[src/design/random_pixel_jitter_top_macros.svh]
// ----------------------------------------------------------------------------
// Random pixel jitter assertion macros
// Shared concurrent assertion forms, clocked on clk_i and muted in reset.
// ----------------------------------------------------------------------------
`ifndef RANDOM_PIXEL_JITTER_TOP_MACROS_SVH
`define RANDOM_PIXEL_JITTER_TOP_MACROS_SVH

// Property that must hold at every clock edge out of reset.
`define RPJ_ASSERT(lbl, prop, msg) \
  lbl: assert property (@(posedge clk_i) disable iff (!rst_ni) (prop)) else $error(msg);

// Condition in a cycle implies a consequence in the same cycle.
`define RPJ_IMPLY(lbl, cond, cons, msg) \
  lbl: assert property (@(posedge clk_i) disable iff (!rst_ni) (cond) |-> (cons)) \
    else $error(msg);

// Condition in a cycle implies a consequence in the next cycle.
`define RPJ_NEXT(lbl, cond, cons, msg) \
  lbl: assert property (@(posedge clk_i) disable iff (!rst_ni) (cond) |=> (cons)) \
    else $error(msg);

`endif

[src/design/rpj_pkg.sv]
// ----------------------------------------------------------------------------
// Random pixel jitter package
// Types, constants and helper functions shared by the jitter block.
// ----------------------------------------------------------------------------
package rpj_pkg;

  // Generator constants; the second step is folded into one multiply-add.
  localparam logic [31:0] LCG_MUL  = 32'd1103516245;
  localparam logic [31:0] LCG_ADD  = 32'd12345;
  localparam logic [31:0] LCG_MUL2 = 32'(64'(LCG_MUL) * 64'(LCG_MUL));
  localparam logic [31:0] LCG_ADD2 = 32'(64'(LCG_ADD) * 64'(LCG_MUL) + 64'(LCG_ADD));

  localparam int unsigned JITTER_BIAS = 2;
  localparam int unsigned MODE_COUNT  = 15;
  localparam int unsigned MAX_DIM     = 512;
  // Smallest table shift is 21, so a shifted draw fits in 11 bits.
  localparam int unsigned JIT_W       = 11;
  // Width of flat addresses and frame limits (covers the largest store).
  localparam int unsigned CALC_W      = 23;
  localparam int unsigned Q_DEPTH     = 4;
  localparam int unsigned PTR_W       = $clog2(Q_DEPTH);
  localparam int unsigned CNT_W       = $clog2(Q_DEPTH + 1);

  typedef enum logic [1:0] {
    CFG_MODE   = 2'd0,
    CFG_WIDTH  = 2'd1,
    CFG_HEIGHT = 2'd2
  } rpj_cfg_idx_e;

  typedef enum logic {
    REQ_LOAD = 1'b0,
    REQ_EMIT = 1'b1
  } rpj_req_type_e;

  typedef struct packed {
    logic [3:0] mode;
    logic [9:0] width;
    logic [9:0] height;
  } rpj_cfg_t;

  // One classified request for the frame store.
  typedef struct packed {
    logic              emit;
    logic [CALC_W-1:0] addr;
    logic [7:0]        pix;
  } rpj_req_t;

  // A dimension of zero acts as one, anything above the maximum as the maximum.
  function automatic logic [9:0] rpj_clamp_dim(input logic [9:0] v);
    if (v == 10'd0) begin
      return 10'd1;
    end
    if (v > 10'(MAX_DIM)) begin
      return 10'(MAX_DIM);
    end
    return v;
  endfunction

  // Shift amount per mode; modes past the table use the last entry.
  function automatic logic [4:0] rpj_shift(input logic [3:0] mode);
    logic [3:0] m;
    m = (mode >= 4'(MODE_COUNT)) ? 4'(MODE_COUNT - 1) : mode;
    unique case (m)
      4'd0:    return 5'd30;
      4'd1:    return 5'd28;
      4'd2:    return 5'd26;
      4'd3:    return 5'd27;
      4'd4:    return 5'd25;
      4'd5:    return 5'd24;
      4'd6:    return 5'd23;
      4'd7:    return 5'd22;
      4'd8:    return 5'd21;
      4'd9:    return 5'd25;
      4'd10:   return 5'd26;
      4'd11:   return 5'd24;
      4'd12:   return 5'd23;
      4'd13:   return 5'd22;
      default: return 5'd21;
    endcase
  endfunction

endpackage

[src/design/rpj_fifo.sv]
// ----------------------------------------------------------------------------
// Random pixel jitter request queue
// Short first-in first-out queue between the front end and the store.
// ----------------------------------------------------------------------------
`include "random_pixel_jitter_top_macros.svh"

module rpj_fifo (
  input  logic                      clk_i,
  input  logic                      rst_ni,
  input  logic                      push_i,
  input  rpj_pkg::rpj_req_t         push_req_i,
  input  logic                      pop_i,
  output logic                      valid_o,
  output rpj_pkg::rpj_req_t         req_o,
  output logic [rpj_pkg::CNT_W-1:0] count_o
);
  import rpj_pkg::*;

  rpj_req_t         slots_q [Q_DEPTH];
  logic [PTR_W-1:0] wr_ptr_q, rd_ptr_q;
  logic [CNT_W-1:0] count_q, count_d;
  logic             do_pop;

  assign valid_o = (count_q != CNT_W'(0));
  assign req_o   = slots_q[rd_ptr_q];
  assign count_o = count_q;
  assign do_pop  = pop_i && valid_o;

  // Occupancy follows pushes and pops.
  always_comb begin
    count_d = count_q;
    if (push_i && !do_pop) begin
      count_d = count_q + CNT_W'(1);
    end else if (!push_i && do_pop) begin
      count_d = count_q - CNT_W'(1);
    end
  end

  always_ff @(posedge clk_i or negedge rst_ni) begin
    if (!rst_ni) begin
      wr_ptr_q <= '0;
      rd_ptr_q <= '0;
      count_q  <= '0;
    end else begin
      count_q <= count_d;
      if (push_i) begin
        wr_ptr_q <= wr_ptr_q + PTR_W'(1);
      end
      if (do_pop) begin
        rd_ptr_q <= rd_ptr_q + PTR_W'(1);
      end
    end
  end

  // Slot storage.
  always_ff @(posedge clk_i) begin
    if (push_i) begin
      slots_q[wr_ptr_q] <= push_req_i;
    end
  end

  `RPJ_IMPLY(a_no_overflow, push_i, (count_q < CNT_W'(Q_DEPTH)) || pop_i, "queue overflow")
  `RPJ_NEXT(a_count_grows, push_i && !do_pop, count_q == $past(count_q) + CNT_W'(1), "count lost a push")

endmodule

[config.mk]
export PLATFORM = sky130hd
export DESIGN_NAME = rpj_fifo
export DESIGN_NICKNAME = d
export VERILOG_FILES = /design/src/design/rpj_pkg.sv /design/src/design/rpj_fifo.sv
export VERILOG_INCLUDE_DIRS = /design/src /design/src/design
export SDC_FILE = /design/constraint.sdc
export NUM_CORES = 1
export LEC_CHECK = 0
export BUFFER_PORTS_ARGS = -buffer_cell sky130_fd_sc_hd__buf_2
export CORE_MARGIN = 3
export CORE_UTILIZATION = 55
export CTS_CLUSTER_DIAMETER = 30
export CTS_CLUSTER_SIZE = 16
export DETAILED_ROUTE_END_ITERATION = 8
export PLACE_DENSITY = 0.77
export SLEW_MARGIN = 5
export SYNTH_ARGS = -nofsm -noshare
export SYNTH_HDL_FRONTEND = slang
export SYNTH_SLANG_ARGS = --single-unit
export TNS_END_PERCENT = 20
[constraint.sdc]
create_clock -name clk_i -period 3.7 [get_ports clk_i]
set_clock_uncertainty 0.2 [all_clocks]
set_input_delay 0.37 -clock clk_i [delete_from_list [all_inputs] [get_ports clk_i]]
set_output_delay 0.37 -clock clk_i [all_outputs]
set_load 0.01 [all_outputs]
== Word-level counts from Yosys, hierarchy flattened ==
Memory sizes are Yosys's and may differ from the RTL's.
Cells that the tools add are included.
Word-level totals
  register bits after elaboration: 7
  memory bits (writable): 128
  input port bits: 36
  output and inout port bits: 36
  memories kept: 1
Memories
  slots_q: words 4, width 32, read ports 1, clocked after memory_dff 0, write ports 1, line rpj_fifo.sv:19  | rpj_req_t slots_q [Q_DEPTH];
Operators by class
  $add $sub $neg: 4
  mux-type cells: 4
  reduce and logical (&&, ||, !) cells: 7
Operators with widths (count)
  $mux W3: 2
  $add A2 B1 Y2 const B: 2
  $add A3 B1 Y3 const B: 1
  $logic_and A1 B1 Y1: 3
  $reduce_bool A3 Y1: 1
  $sub A3 B1 Y3 const B: 1
  $logic_not A1 Y1: 2
  $mux W1: 2
  $reduce_bool A2 Y1: 1

== Longest topological paths before layout ==
  depth in word-level cells: 5
  depth in mapped cells: 8
  depth with buffers taken out: 8

== Worst setup path before layout ==
OpenSTA, ideal clock, no wires.
  path type: register to register
  start point: register count_q[0] (netlist: count_o[0])
  end point: register count_q[2] (netlist: count_o[2])
  data arrival time: 2.014 ns
  slack: 1.407 ns
  cell stages (with the launch flop): 9
  path buffers: 0
  period minus slack after synthesis: 2.293 ns
  cell sequence: dfrtp_1 -> or3_1 -> nand2_1 -> ha_1 -> inv_1 -> fa_1 -> xor2_1 -> nor2_1 -> xor2_1
On the way
  longest elaborated chain between the ends: 5
RTL lines
  start, declared: line rpj_fifo.sv:21  | logic [CNT_W-1:0] count_q, count_d;
  start signal, assigned: line rpj_fifo.sv:45  | count_q <= count_d;
  $reduce_bool A3 Y1 *: line rpj_fifo.sv:24  | assign valid_o = (count_q != CNT_W'(0));
  net valid_o: line rpj_fifo.sv:13  | output logic valid_o,
  $logic_and A1 B1 Y1 *: line rpj_fifo.sv:27  | assign do_pop = pop_i && valid_o;
  $logic_not A1 Y1: line rpj_fifo.sv:32  | if (push_i && !do_pop) begin
  $logic_and A1 B1 Y1: line rpj_fifo.sv:32
  $mux W3 or $reduce_bool A2 Y1 (tied branches)
Mark *: on every way through the listed nets, which the timed path passes. The rest lies on a longest branch. The select of a mux whose other input is x is not followed.
A chain may end at the register's enable or synchronous reset.

==> summary.txt <==
Outcome
  – Status: complete, no violations

Cells and area
  – Number of fill cells: 520
  – Synthesis-to-finish area growth: 25.6%
  – Post-route cell area: 6350 sq um
  – Reg area: 4020 sq um
  – Multi-input gate area: 940 sq um
  – Final Util: 72.1%
  – Final nets: 363
  – Layout cells sized above 1: 40.4%
  – Inserted Diodes: 0

Pwr
  – Final Total Pwr: 4.88 mW
  – Max rail drop VDD: 0.489 mV
  – Pleak: 2.28 nW
  – Pwr Density: 769 nW/um^2

Yosys
  – Yosys cell types: 20
  – Seq/Total Area, Yosys: 79.5%
  – FF+latch count, synth: 135
  – Most common cell in the synthesized netlist: edfxtp_1
  – Post-synthesis cell count: 201
  – Post-synth ARST share: 5.19%
  – Biggest area consumer among synthesized cells: edfxtp_1
  – Share of the synthesized area in the top cell type: 76.0%
  – Synth Flop Type: edfxtp_1
  – EDFF count, synth: 128
  – Avg Synthesized Cell Area: 25.1 sq um
  – Yosys warns: 0
  – Area of the mapped netlist: 5050 sq um
  – Most frequent cells after synthesis: edfxtp_1 (128), mux4_2 (28), dfrtp_1 (7), ha_1 (5)
  – Syn nets: 243
  – Synth area leaders: edfxtp_1 (76%), mux4_2 (12%), dfrtp_1 (3.5%), mux4_1 (2.1%), ha_1 (1.2%)

Routing
  – Antenna Nets Post-Route: 0
  – Detailed-route via count: 2,400
  – DRT Wirelength: 8.21 mm
  – DRC viols: 0
  – DR WL/cell: 18.6 microns
  – Drt pass-1 iters: 4
  – Via density: 5.43
  – Iteration-0 DRC count of the detailed router: 129

Clocking
  – Clock Sinks: 135
  – Resized Gates After CTS: 0
  – Clock H-tree levels: 4
  – CTS tree: yes
  – CTS Buf Count: 17
  – Clock root cell: clkbuf_8
  – Clk_lat worst skew: 0.50 ns
  – Clk slew on worst S/H paths: 0.05 ns
  – Longest Clk Path Bufs: 2

STA
  – Crit share post-route: 76.3%
  – Final Hold Vio Count: 0
  – Fmax: 354 MHz
  – RSZ-0062 raised after global routing: no
  – Finish-stage setup viols: 0
  – Least-Margin Pin Slew: 0.857 ns
  – Worst slew margin: 42.9%
  – Worst setup margin: 0.877 ns
  – Max-slew violation count: 0
  – Post-route minimum period: 2.82 ns
  – Setup TNS: 0 ns

Critical path
  – WP data required: 3.13 ns
  – Critical path's top delay family: flip-flops
  – Worst R2R Path Depth: 8
  – Slowest stage delay, CP: 0.70 ns
  – Critical-path cell list: buf_4 > mux4_2 > buf_2
  – Crit path buffers/inverters: 2
  – Max stage delay cell, worst path: dfrtp_2
  – Critical Path AT: 2.25 ns
  – FF-to-FF End: count_o[2]$_DFFE_PN0P_
  – WS Path Type: flop to output port
  – Crit end category: output port
  – Critical path startpoint category: flop
  – R2R Path Start: count_o[0]$_DFFE_PN0P_
  – R2R setup slack: 1.34 ns
  – Crit-path max FO: 17

Floorplan
  – Horiz. Die Dim: 102 microns
  – Initial Utilization: 57.4%
  – Number of core rows: 34
  – Die area: 10,400 sq um
  – Die span in y: 102 microns
  – Num ports: 72
  – Core area: 8810 sq um

GRT
  – Vias in the first global route: 2,571
  – Grt total ovfl: 0
  – Total GRT Usage: 17.5%
  – Initial antenna violation count: 0
  – First-pass GRT wire length: 13.1 mm
  – Largest net degree at the start of global routing: 33

Place
  – Placed inst area: 5480 sq um
  – Worst slack, placed: 1.35 ns
  – Port Buffers: 71
  – Placer Congestion: 0.714
  – DP HPWL: 4.75 mm

Worst hold path
  – HP Class: input pin to asynchronous set/reset pin

Flow run
  – # Max-Cap Violations: 0
==> layout make-up <==
type	count	share of cell area [%]
Tap cell	108	2.13
Timing Repair Buffer	109	11.5
Multi-Input combinational cell	55	14.8
Clock inverter	11	1.32
Inverter	3	0.177
Clock buffer	21	6.76
Sequential cell	135	63.3
==> timing repair <==
| action | 4_1_cts | 5_1_grt |
|---|---|---|
| setup buffers | 0 | 0 |
| hold buffers | 35 | 0 |
| endpoints found under the hold margin | 139 | 0 |
==> cells by family (layout without fill, tap and decap cells) <==
group           count (synthesis)  after routing  synth area share (%)
flops                         135            135                  79.5
fa+ha+maj                       6              6                  1.63
simple gates                    9              9                 0.940
mux                            33             33                  14.8
buf+inv                        11            144                  2.00
xor+xnor                        6              6                  1.04
compound gates                  1              1                0.0989
==> placed cells by master (no fill, tap or decap) <==
cell type / count
edfxtp_1: 128
buf_2: 71
dlygate4sd3_1: 35
mux4_2: 28
clkbuf_16: 16
clkinv_2: 7
dfrtp_1: 6
ha_1: 5
and2_2: 4
mux4_1: 4
clkbuf_1: 4
inv_1: 3
xnor2_1: 3
xor2_1: 3
buf_4: 3
nand2_1: 2
clkinvlp_4: 2
or3_1: 1
mux2_2: 1
o21ai_0: 1
nand3_1: 1
nor2_1: 1
fa_1: 1
clkbuf_8: 1
clkinv_1: 1
bufinv_16: 1
dfrtp_2: 1
==> metal layers <==
metal,wire length [microns],vias up,GRT usage [%]
met2,4160,73,27.6
met3,406,7,5.12
li1,-,1089,-
met5,0,-,0
met4,97,0,7.27
met1,3540,1231,23.2
==> registers in the layout (all words and copies together), names as in the netlist <==
| register | flops |
|---|---|
| count_o | 3 |
| rd_ptr_q | 2 |
| slots_q | 128 |
| wr_ptr_q | 2 |
==> how the worst max path moves through the flow <==
| stage | start | cells after the start | to |
|---|---|---|---|
| CTS | rd_ptr_q[0]$_DFFE_PN0P_ | 3 | req_o[21] |
| floorplan | count_o[0]$_DFFE_PN0P_ | 8 | count_o[2]$_DFFE_PN0P_ |
| global placement | rd_ptr_q[0]$_DFFE_PN0P_ | 3 | req_o[26] |
| global route | rd_ptr_q[0]$_DFFE_PN0P_ | 3 | req_o[21] |
| finish | rd_ptr_q[0]$_DFFE_PN0P_ | 3 | req_o[30] |
| detailed placement | rd_ptr_q[0]$_DFFE_PN0P_ | 3 | req_o[21] |
==> through the flow <==
stage / hold WS, ns / cells
finish: 0.0310 / 442
global route: 0.0252 / 442
CTS: 0.0216 / 442
detailed placement: 0.0126 / 375
global placement: 0.0105 / 375
floorplan: -0.126 / 201
==> report_power, final <==
group	internal, mW	leakage (nW)	switching, mW
clock network	0.877	0.252	0.559
logic	0.641	0.768	0.629
registers	2.01	1.26	0.161
Note: power is estimated with default switching activity, not from simulation.
