[config.mk]
export PLATFORM = sky130hd
export DESIGN_NAME = rpj_front
export DESIGN_NICKNAME = d
export VERILOG_FILES = /design/src/design/random_pixel_jitter_top_macros.svh /design/src/design/rpj_pkg.sv /design/src/design/rpj_front.sv
export SDC_FILE = /design/constraint.sdc
export NUM_CORES = 2
export LEC_CHECK = 0
export ABC_AREA = 1
export BUFFER_PORTS_ARGS = -buffer_cell sky130_fd_sc_hd__buf_2
export CAP_MARGIN = 10
export CORE_ASPECT_RATIO = 0.6
export CORE_UTILIZATION = 35
export CTS_BUF_LIST = sky130_fd_sc_hd__clkbuf_8 sky130_fd_sc_hd__clkbuf_16
export DETAILED_ROUTE_END_ITERATION = 10
export MAX_ROUTING_LAYER = met4
export PLACE_DENSITY = 0.49
export SLEW_MARGIN = 20
export SYNTH_ARGS = -nofsm -noshare
export SYNTH_HDL_FRONTEND = slang
export SYNTH_SLANG_ARGS = --single-unit
[constraint.sdc]
create_clock -name clk_i -period 7 [get_ports clk_i]
set_input_delay 1.05 -clock clk_i [delete_from_list [all_inputs] [get_ports clk_i]]
set_output_delay 1.05 -clock clk_i [all_outputs]
set_load 0.01 [all_outputs]
[src/design/random_pixel_jitter_top_macros.svh]
// ----------------------------------------------------------------------------
// Random pixel jitter assertion macros
// Shared concurrent assertion forms, clocked on clk_i and muted in reset.
// ----------------------------------------------------------------------------
`ifndef RANDOM_PIXEL_JITTER_TOP_MACROS_SVH
`define RANDOM_PIXEL_JITTER_TOP_MACROS_SVH

// Property that must hold at every clock edge out of reset.
`define RPJ_ASSERT(lbl, prop, msg) \
  lbl: assert property (@(posedge clk_i) disable iff (!rst_ni) (prop)) else $error(msg);

// Condition in a cycle implies a consequence in the same cycle.
`define RPJ_IMPLY(lbl, cond, cons, msg) \
  lbl: assert property (@(posedge clk_i) disable iff (!rst_ni) (cond) |-> (cons)) \
    else $error(msg);

// Condition in a cycle implies a consequence in the next cycle.
`define RPJ_NEXT(lbl, cond, cons, msg) \
  lbl: assert property (@(posedge clk_i) disable iff (!rst_ni) (cond) |=> (cons)) \
    else $error(msg);

`endif

[src/design/rpj_pkg.sv]
// ----------------------------------------------------------------------------
// Random pixel jitter package
// Types, constants and helper functions shared by the jitter block.
// ----------------------------------------------------------------------------
package rpj_pkg;

  // Generator constants; the second step is folded into one multiply-add.
  localparam logic [31:0] LCG_MUL  = 32'd1103516245;
  localparam logic [31:0] LCG_ADD  = 32'd12345;
  localparam logic [31:0] LCG_MUL2 = 32'(64'(LCG_MUL) * 64'(LCG_MUL));
  localparam logic [31:0] LCG_ADD2 = 32'(64'(LCG_ADD) * 64'(LCG_MUL) + 64'(LCG_ADD));

  localparam int unsigned JITTER_BIAS = 2;
  localparam int unsigned MODE_COUNT  = 15;
  localparam int unsigned MAX_DIM     = 512;
  // Smallest table shift is 21, so a shifted draw fits in 11 bits.
  localparam int unsigned JIT_W       = 11;
  // Width of flat addresses and frame limits (covers the largest store).
  localparam int unsigned CALC_W      = 23;
  localparam int unsigned Q_DEPTH     = 4;
  localparam int unsigned PTR_W       = $clog2(Q_DEPTH);
  localparam int unsigned CNT_W       = $clog2(Q_DEPTH + 1);

  typedef enum logic [1:0] {
    CFG_MODE   = 2'd0,
    CFG_WIDTH  = 2'd1,
    CFG_HEIGHT = 2'd2
  } rpj_cfg_idx_e;

  typedef enum logic {
    REQ_LOAD = 1'b0,
    REQ_EMIT = 1'b1
  } rpj_req_type_e;

  typedef struct packed {
    logic [3:0] mode;
    logic [9:0] width;
    logic [9:0] height;
  } rpj_cfg_t;

  // One classified request for the frame store.
  typedef struct packed {
    logic              emit;
    logic [CALC_W-1:0] addr;
    logic [7:0]        pix;
  } rpj_req_t;

  // A dimension of zero acts as one, anything above the maximum as the maximum.
  function automatic logic [9:0] rpj_clamp_dim(input logic [9:0] v);
    if (v == 10'd0) begin
      return 10'd1;
    end
    if (v > 10'(MAX_DIM)) begin
      return 10'(MAX_DIM);
    end
    return v;
  endfunction

  // Shift amount per mode; modes past the table use the last entry.
  function automatic logic [4:0] rpj_shift(input logic [3:0] mode);
    logic [3:0] m;
    m = (mode >= 4'(MODE_COUNT)) ? 4'(MODE_COUNT - 1) : mode;
    unique case (m)
      4'd0:    return 5'd30;
      4'd1:    return 5'd28;
      4'd2:    return 5'd26;
      4'd3:    return 5'd27;
      4'd4:    return 5'd25;
      4'd5:    return 5'd24;
      4'd6:    return 5'd23;
      4'd7:    return 5'd22;
      4'd8:    return 5'd21;
      4'd9:    return 5'd25;
      4'd10:   return 5'd26;
      4'd11:   return 5'd24;
      4'd12:   return 5'd23;
      4'd13:   return 5'd22;
      default: return 5'd21;
    endcase
  endfunction

endpackage

[src/design/rpj_front.sv]
// ----------------------------------------------------------------------------
// Random pixel jitter front end
// Accepts requests, draws the displacement, clamps coordinates and forms the
// flat store address of each load or emit.
// ----------------------------------------------------------------------------
module rpj_front #(
  parameter int unsigned FRAME_PIXELS = 262144
) (
  input  logic                      clk_i,
  input  logic                      rst_ni,
  input  logic                      start,
  output logic                      busy,
  input  logic                      req_type_i,
  input  logic [8:0]                pos_x_i,
  input  logic [8:0]                pos_y_i,
  input  logic [7:0]                pixel_in_i,
  input  rpj_pkg::rpj_cfg_t         cfg_i,
  input  logic [rpj_pkg::CNT_W-1:0] q_count_i,
  output logic                      push_o,
  output rpj_pkg::rpj_req_t         push_req_o
);
  import rpj_pkg::*;

  localparam int unsigned SUM_W = CNT_W + 1;

  // Displace one coordinate and clamp it into the active frame.
  function automatic logic [8:0] jit_coord(input logic [8:0] pos,
                                           input logic [JIT_W-1:0] d,
                                           input logic [9:0] lim);
    logic [11:0] s;
    logic [11:0] m;
    logic [9:0]  lm1;
    s   = 12'(pos) + 12'(d);
    m   = s - 12'(JITTER_BIAS);
    lm1 = lim - 10'd1;
    if (s < 12'(JITTER_BIAS) || m >= 12'(lim)) begin
      return lm1[8:0];
    end
    return m[8:0];
  endfunction

  logic [9:0]        w_eff, h_eff;
  logic [4:0]        shamt;
  logic              accept;
  logic              is_emit;
  logic [31:0]       draw1_q, draw1_d, draw2_q, draw2_d;
  logic [CALC_W-1:0] lim_q, lim_d;
  logic [19:0]       area;
  logic [SUM_W-1:0]  inflight;

  logic              s1_vld_q;
  logic              s1_emit_q;
  logic [8:0]        s1_x_q, s1_y_q;
  logic [7:0]        s1_pix_q;
  logic [JIT_W-1:0]  s1_dx_q, s1_dy_q;

  logic [8:0]        xd, yd;
  logic              in_frame;

  logic              s2_vld_q;
  logic              s2_emit_q;
  logic              s2_ok_q;
  logic [8:0]        s2_xd_q;
  logic [7:0]        s2_pix_q;
  logic [18:0]       s2_prod_q;

  logic [CALC_W-1:0] addr;

  assign w_eff = rpj_clamp_dim(cfg_i.width);
  assign h_eff = rpj_clamp_dim(cfg_i.height);
  assign shamt = rpj_shift(cfg_i.mode);

  // Hold off new requests while the queue could not absorb all in flight.
  assign inflight = SUM_W'(q_count_i) + SUM_W'(s1_vld_q) + SUM_W'(s2_vld_q);
  assign busy     = (inflight >= SUM_W'(Q_DEPTH));
  assign accept   = start && !busy;
  assign is_emit  = (req_type_i == REQ_EMIT);

  // Generator keeps the next two draws; one emit consumes both.
  assign draw1_d = draw2_q * LCG_MUL + LCG_ADD;
  assign draw2_d = draw2_q * LCG_MUL2 + LCG_ADD2;

  always_ff @(posedge clk_i or negedge rst_ni) begin
    if (!rst_ni) begin
      draw1_q <= LCG_ADD;
      draw2_q <= LCG_ADD2;
    end else if (accept && is_emit) begin
      draw1_q <= draw1_d;
      draw2_q <= draw2_d;
    end
  end

  // Frame limit is registered from the dimension registers.
  assign area  = 20'(w_eff) * 20'(h_eff);
  assign lim_d = (CALC_W'(area) > CALC_W'(FRAME_PIXELS)) ? CALC_W'(FRAME_PIXELS)
                                                         : CALC_W'(area);

  always_ff @(posedge clk_i or negedge rst_ni) begin
    if (!rst_ni) begin
      lim_q <= CALC_W'(FRAME_PIXELS);
    end else begin
      lim_q <= lim_d;
    end
  end

  // Stage one: capture the request and its shifted draws.
  always_ff @(posedge clk_i or negedge rst_ni) begin
    if (!rst_ni) begin
      s1_vld_q <= 1'b0;
    end else begin
      s1_vld_q <= accept;
    end
  end

  always_ff @(posedge clk_i) begin
    if (accept) begin
      s1_emit_q <= is_emit;
      s1_x_q    <= pos_x_i;
      s1_y_q    <= pos_y_i;
      s1_pix_q  <= pixel_in_i;
      s1_dy_q   <= JIT_W'(draw1_q >> shamt);
      s1_dx_q   <= JIT_W'(draw2_q >> shamt);
    end
  end

  // Emits are displaced and clamped; loads keep their position.
  always_comb begin
    if (s1_emit_q) begin
      xd = jit_coord(s1_x_q, s1_dx_q, w_eff);
      yd = jit_coord(s1_y_q, s1_dy_q, h_eff);
    end else begin
      xd = s1_x_q;
      yd = s1_y_q;
    end
    in_frame = (10'(s1_x_q) < w_eff) && (10'(s1_y_q) < h_eff);
  end

  // Stage two: line offset product.
  always_ff @(posedge clk_i or negedge rst_ni) begin
    if (!rst_ni) begin
      s2_vld_q <= 1'b0;
    end else begin
      s2_vld_q <= s1_vld_q;
    end
  end

  always_ff @(posedge clk_i) begin
    if (s1_vld_q) begin
      s2_emit_q <= s1_emit_q;
      s2_ok_q   <= in_frame;
      s2_xd_q   <= xd;
      s2_pix_q  <= s1_pix_q;
      s2_prod_q <= 19'(yd) * 19'(w_eff);
    end
  end

  // Flat address; emits clamp to the last pixel, stray loads are dropped.
  always_comb begin
    addr = CALC_W'(s2_xd_q) + CALC_W'(s2_prod_q);
    if (s2_emit_q && (addr >= lim_q)) begin
      addr = lim_q - CALC_W'(1);
    end
    push_req_o.emit = s2_emit_q;
    push_req_o.addr = addr;
    push_req_o.pix  = s2_pix_q;
    push_o = s2_vld_q &&
             (s2_emit_q || (s2_ok_q && (addr < CALC_W'(FRAME_PIXELS))));
  end

endmodule

Word level (Yosys, flattened, before mapping) --
Memories as Yosys holds them, arrays and structs flattened. Index checks and enable logic that the tools add are counted.
Operators by class: shift operators 2, magnitude comparators 13, mux-type cells 27, multipliers 4, add/subtract/negate cells 12, reduce and logical (&&, ||, !) cells 12
Operator list (number):
- $mux 10 | 8
- $shr 32x5->11 | 2
- $mux 9 | 6
- $add 32x14->32 const B | 1
- $add 32x32->32 const B | 1
- $mul 32x31->32 const B | 1
- $mul 32x32->32 const B | 1
- $add 9x11->12 | 2
- $ge 12x10->1 | 2
- $lt 12x2->1 const B | 2
- $sub 12x2->12 const B | 2
- $lt 23x19->1 const B | 1
- $mux 23 | 1
- $sub 20x1->21 const B | 1
- $add 9x19->20 | 1
- $ge 20x20->1 | 1
- $gt 10x10->1 const B | 2
- $gt 20x19->1 const B | 1
- $logic_not 10->1 | 2
- $lt 9x10->1 | 2
- $mul 10x10->20 | 1
- $mux 20 | 1
- $mul 9x10->19 | 1
- $sub 9x1->9 const B | 2
- 9 further kinds | 25
Word-level totals: input port bits 57, output and inout bits 34, memories kept 1, bits in registers 173, memory bits (read-only) 64
Memory list:
- (no name shown) | depth 16, width 4, rd ports 1, clocked after memory_dff 0, write ports 0, RTL line rpj_pkg.sv:63 | unique case (m)

Longest topological paths before layout --
depth in word-level cells 12, gate-level depth with buffers 44

Worst setup path after synthesis --
Ideal clock, no wire load.
kind input port to flip-flop, start point in cfg_i[4] (netlist bit), end point reg s2_prod_q[17], data pin, data arrival time 6992 ps, setup slack -258 ps, stages 33, setup time 265 ps, cell sequence nor2_1 > nand3_1 > nor2_1 > nor2_2 > nor2_1 > inv_1 > ha_1 > nand2_1 > nor2_1 > a211oi_1 > nand2_1 > a21oi_1 > nand2_2 > a21oi_4 > nand3_1 > nand3_2 > nand3_1 > fa_1 > inv_1 > fa_1 > fa_1 > inv_1 > fa_1 > inv_1 > ha_1 > a21oi_1 > a21boi_0 > o21bai_1 > a21oi_1 > o21ai_0 > nand3_1 > o21ai_0 > xor2_1
On the way: longest elaborated chain between the ends 12
Ends and longest elaborated chain:
- start, declared | RTL line rpj_front.sv:17 | input rpj_pkg::rpj_cfg_t cfg_i,
- $gt 10x10->1 | RTL line rpj_pkg.sv:53 | if (v > 10'(MAX_DIM)) begin
- $mux 1 (2 in series) | RTL line rpj_pkg.sv:53
- $mux 10 | RTL line rpj_pkg.sv:56 | return v;
- $mux 10 * | RTL line rpj_pkg.sv:53
- $ge 12x10->1 | RTL line rpj_front.sv:36 | if (s < 12'(JITTER_BIAS) || m >= 12'(lim)) begin
- $logic_or 1x1->1 | RTL line rpj_front.sv:36
- $mux 1 | RTL line rpj_front.sv:36
- $mux 1 | RTL line rpj_front.sv:128 | if (s1_emit_q) begin
- $mux 9 * | RTL line rpj_front.sv:39 | return m[8:0];
- $mux 9 * | RTL line rpj_front.sv:128
- $mul 9x10->19 * | RTL line rpj_front.sv:153 | s2_prod_q <= 19'(yd) * 19'(w_eff);
- end signal, assigned | RTL line rpj_front.sv:153
- end, declared | RTL line rpj_front.sv:65 | logic [18:0] s2_prod_q;
Mark *: on every way between the ends. The rest lies on a longest branch, timed or not. The select of a mux whose other input is x is not followed. A chain may end at the register's enable or synchronous reset.

Final worst setup path --
start point reg s1_y_q[0], end point reg s2_prod_q[17], data pin
On the way: longest elaborated chain between the ends 9
Ends and longest elaborated chain:
- start, declared | RTL line rpj_front.sv:53 | logic [8:0] s1_x_q, s1_y_q;
- start signal, assigned | RTL line rpj_front.sv:119 | s1_y_q <= pos_y_i;
- $add 9x11->12 | RTL line rpj_front.sv:33 | s = 12'(pos) + 12'(d);
- $sub 12x2->12 | RTL line rpj_front.sv:34 | m = s - 12'(JITTER_BIAS);
- $ge 12x10->1 | RTL line rpj_front.sv:36
- $logic_or 1x1->1 | RTL line rpj_front.sv:36
- $mux 1 | RTL line rpj_front.sv:36
- $mux 1 | RTL line rpj_front.sv:128
- $mux 9 | RTL line rpj_front.sv:39
- $mux 9 * | RTL line rpj_front.sv:128
- $mul 9x10->19 * | RTL line rpj_front.sv:153
Marks and branches as above.

==> impl_metrics.yaml <==
status:
  status: "finished, violations left"
  violations: "setup timing"
placed_design:
  routabilityCongestion: 1.01
  preCtsSetupSlack_ps: -634
  place_hpwl_um: 95400
  dp.cells: 5369
  port_buffers: 90
logic_synthesis:
  synth-seq-cells: 156
  async_flop_share_pct: 44.2
  synth_edf_count: 87
  synthFlopType: "edfxtp_1"
  synth.distinct_cells: 55
  ys_warn_count: 0
  synth_area_sq_um: 31600
  postSynthAreaPerCell_sq_um: 8.25
  synth_nets: 4823
  netlist_instances: 3835
  ys_seq_area_share_pct: 13.8
die:
  die_height_um: 235
  coreArea_sq_um: 88600
  ios: 91
  start_util_pct: 35.7
  std_cell_rows: 84
  fp.dieW_um: 390
  die-area_sq_um: 91600
layout:
  final_cell_mix: "inv_1 (878), nand2_1 (599), ha_1 (513), fa_1 (398), buf_4 (312)"
  nets: 5197
  diodes: 0
  finalNonFillerCells: 5426
  final_common_cell: "inv_1"
  post_route_cells_drive_above_1_share_pct: 15.8
  fin_util_pct: 41.8
  area_growth_pct: 17.1
clock_tree:
  clk-insertion-delay-late_ps: 520
  clk_pin_slew_ps: 80
  cts_hold_buf: 0
  cts-root-buf: "clkbuf_16"
  cts_max_level: 4
  cts_sinks: 156
  cts_tree: "built"
  cts_buffers: 17
  cts.path.max_buffers: 2
setup_path:
  worstRegToRegCells: 40
  crit_path_end_kind: "flip-flop"
  startpoint_type: "flip-flop"
  critPathMaxStageDelay_ps: 580
  arrival_ps: 7620
  crit_path_end: "s2_prod_q[17]"
  cp_slowest_cell: "fa_1"
  worstPathMaxFanout: 5
  rrSetupSlack_ps: -360
  cp_data_required_time_ps: 7260
  critPathKind: "flip-flop to flip-flop"
  worstSetupStartpoint: "s1_y_q[0]"
  r2r_end: "s2_prod_q[17]"
  r2r-start: "s1_y_q[0]"
grt:
  antenna_found_initial: 4
  grt_usage_pct: 25.4
  grt_max_degree: 51
  grt_pass1_vias: 25708
  overflow: 0
  grt_pass1_wl_um: 167000
timing:
  setup_violations: 10
  rsz0062_at_grt: "yes"
  max_clock_freq_mhz: 136
  slew_headroom_pct: 34.5
  fin_worst_skew_ps: 21.7
  max_slew.worst_pin.slew_ps: 977
  setup_ws_ps: -364
  layout_min_cycle_time_ps: 7360
  fin_crit_sh_pct: 105
  hold-worst-slack_ps: 421
  hold_viol: 0
  drv_slew: 0
route:
  routed_wl_um: 110000
  ant_nets: 0
  drtPass1Iterations: 6
  drtIter0Drc: 2613
  vias: 26517
  viasPerCell: 4.89
  wl_per_cell_um: 20.2
  drcViolationCount: 0
run:
  max-cap-violations: 0
min_path:
  hold_path.class: "flip-flop to flip-flop"
cell usage after synthesis (3+ instances only):
library cell	number	area (sq um)
inv_1	891	3340
nand2_1	617	2320
ha_1	529	6620
fa_1	402	8050
nor2_1	246	923
o21ai_0	191	956
nand3_1	168	841
a21oi_1	158	791
xor2_1	91	797
edfxtp_1	87	2610
xnor2_1	61	534
dfrtp_1	53	1330
nand4_1	46	288
clkbuf_1	45	169
or2_2	33	206
nor3_1	30	150
nand2_2	21	131
dfstp_2	16	420
nand3_2	12	120
o211ai_1	12	90.1
a21o_1	10	75.1
buf_2	10	50.1
a21boi_0	8	60.1
nand3b_1	8	60.1
o22ai_1	8	50.1
a211oi_1	7	52.6
a31oi_1	7	43.8
o21bai_1	7	52.6
nand2_4	6	67.6
nor4_1	6	37.5
buf_1	5	18.8
mux2i_1	5	50.1
o21a_1	5	37.5
a21oi_2	3	26.3
a31o_2	3	26.3
buf_4	3	22.5
inv_2	3	11.3
nor2_2	3	18.8
worst max-delay path: cells and delay by family, from the launching register on:
kind | cells | cell delay, ps
adder cells (fa/ha/maj) | 9 | 3400
AO/OA/AOI/OAI | 9 | 1260
AND/OR/NAND/NOR | 12 | 1210
buffers and inverters | 7 | 480
XOR/XNOR | 3 | 370
flip-flops | 1 | 360
cell type report:
type,instances,area (sq um)
clock buffer,17,425
clock inverter,15,153
fill,9037,51600
inverter,895,3360
multi-input combinational,2722,24200
sequential,156,4360
tap,1204,1510
timing repair buffer,417,3000
worst min path at each step:
stage	from	endpoint	slack [ps]	cells after the start
after floorplan	s1_pix_q[0]	s2_pix_q[0]	400	0
after global placement	s1_pix_q[6]	s2_pix_q[6]	400	0
after detailed placement	s1_pix_q[7]	s2_pix_q[7]	410	0
after CTS	rst_ni	draw2_q[17]	410	1
after global routing	rst_ni	draw2_q[17]	420	1
final	s1_pix_q[0]	s2_pix_q[0]	420	0
state kept, by name, summed over array words and instances (netlist names), 8 cells and up:
signal,cells
s1_pix_q,8
draw2_q,31
s1_x_q,9
s1_y_q,9
s2_prod_q,19
s2_pix_q,8
s2_xd_q,9
lim_q,20
s1_dy_q,11
draw1_q,16
s1_dx_q,11
cells by family (layout without fill, tap and decap cells):
family / after synthesis / count (layout) / synth area share (%)
buffers and inverters: 959 / 1344 / 11.5
AO/OA/AOI/OAI: 425 / 426 / 7.35
flip-flops: 156 / 156 / 13.8
adder cells (fa/ha/maj): 931 / 931 / 46.4
AND/OR/NAND/NOR: 1205 / 1206 / 16.6
XOR/XNOR: 153 / 153 / 4.28
multiplexers: 5 / 5 / 0.158
other: 1 / 1 / 0.0119
per-stage QoR:
| stage | TNS [ps] | instance area (sq um) |
|---|---|---|
| final | -2470 | 37000 |
| after global routing | -5160 | 37000 |
| after global placement | -7420 | 35700 |
| after floorplan | 0 | 31700 |
| after CTS | -1340 | 36600 |
| after detailed placement | -8090 | 35700 |
layer usage:
layer	up-vias	GRT usage, %	wire length (um)
li1	12810	-	-
met1	12815	44.2	63800
met2	859	26.1	33300
met3	33	8.15	11900
met4	0	2.83	669
met5	-	-	0
what timing repair did:
action,CTS,global route
endpoints found under the setup margin,10,35
hold endpoints to repair,0,0
buffers inserted,10,13
pin swaps,27,37
gates cloned,2,0
resized for setup,61,78
Power is not shown: default switching activity piles up to over one toggle a cycle in this logic, so the estimate is an artifact.
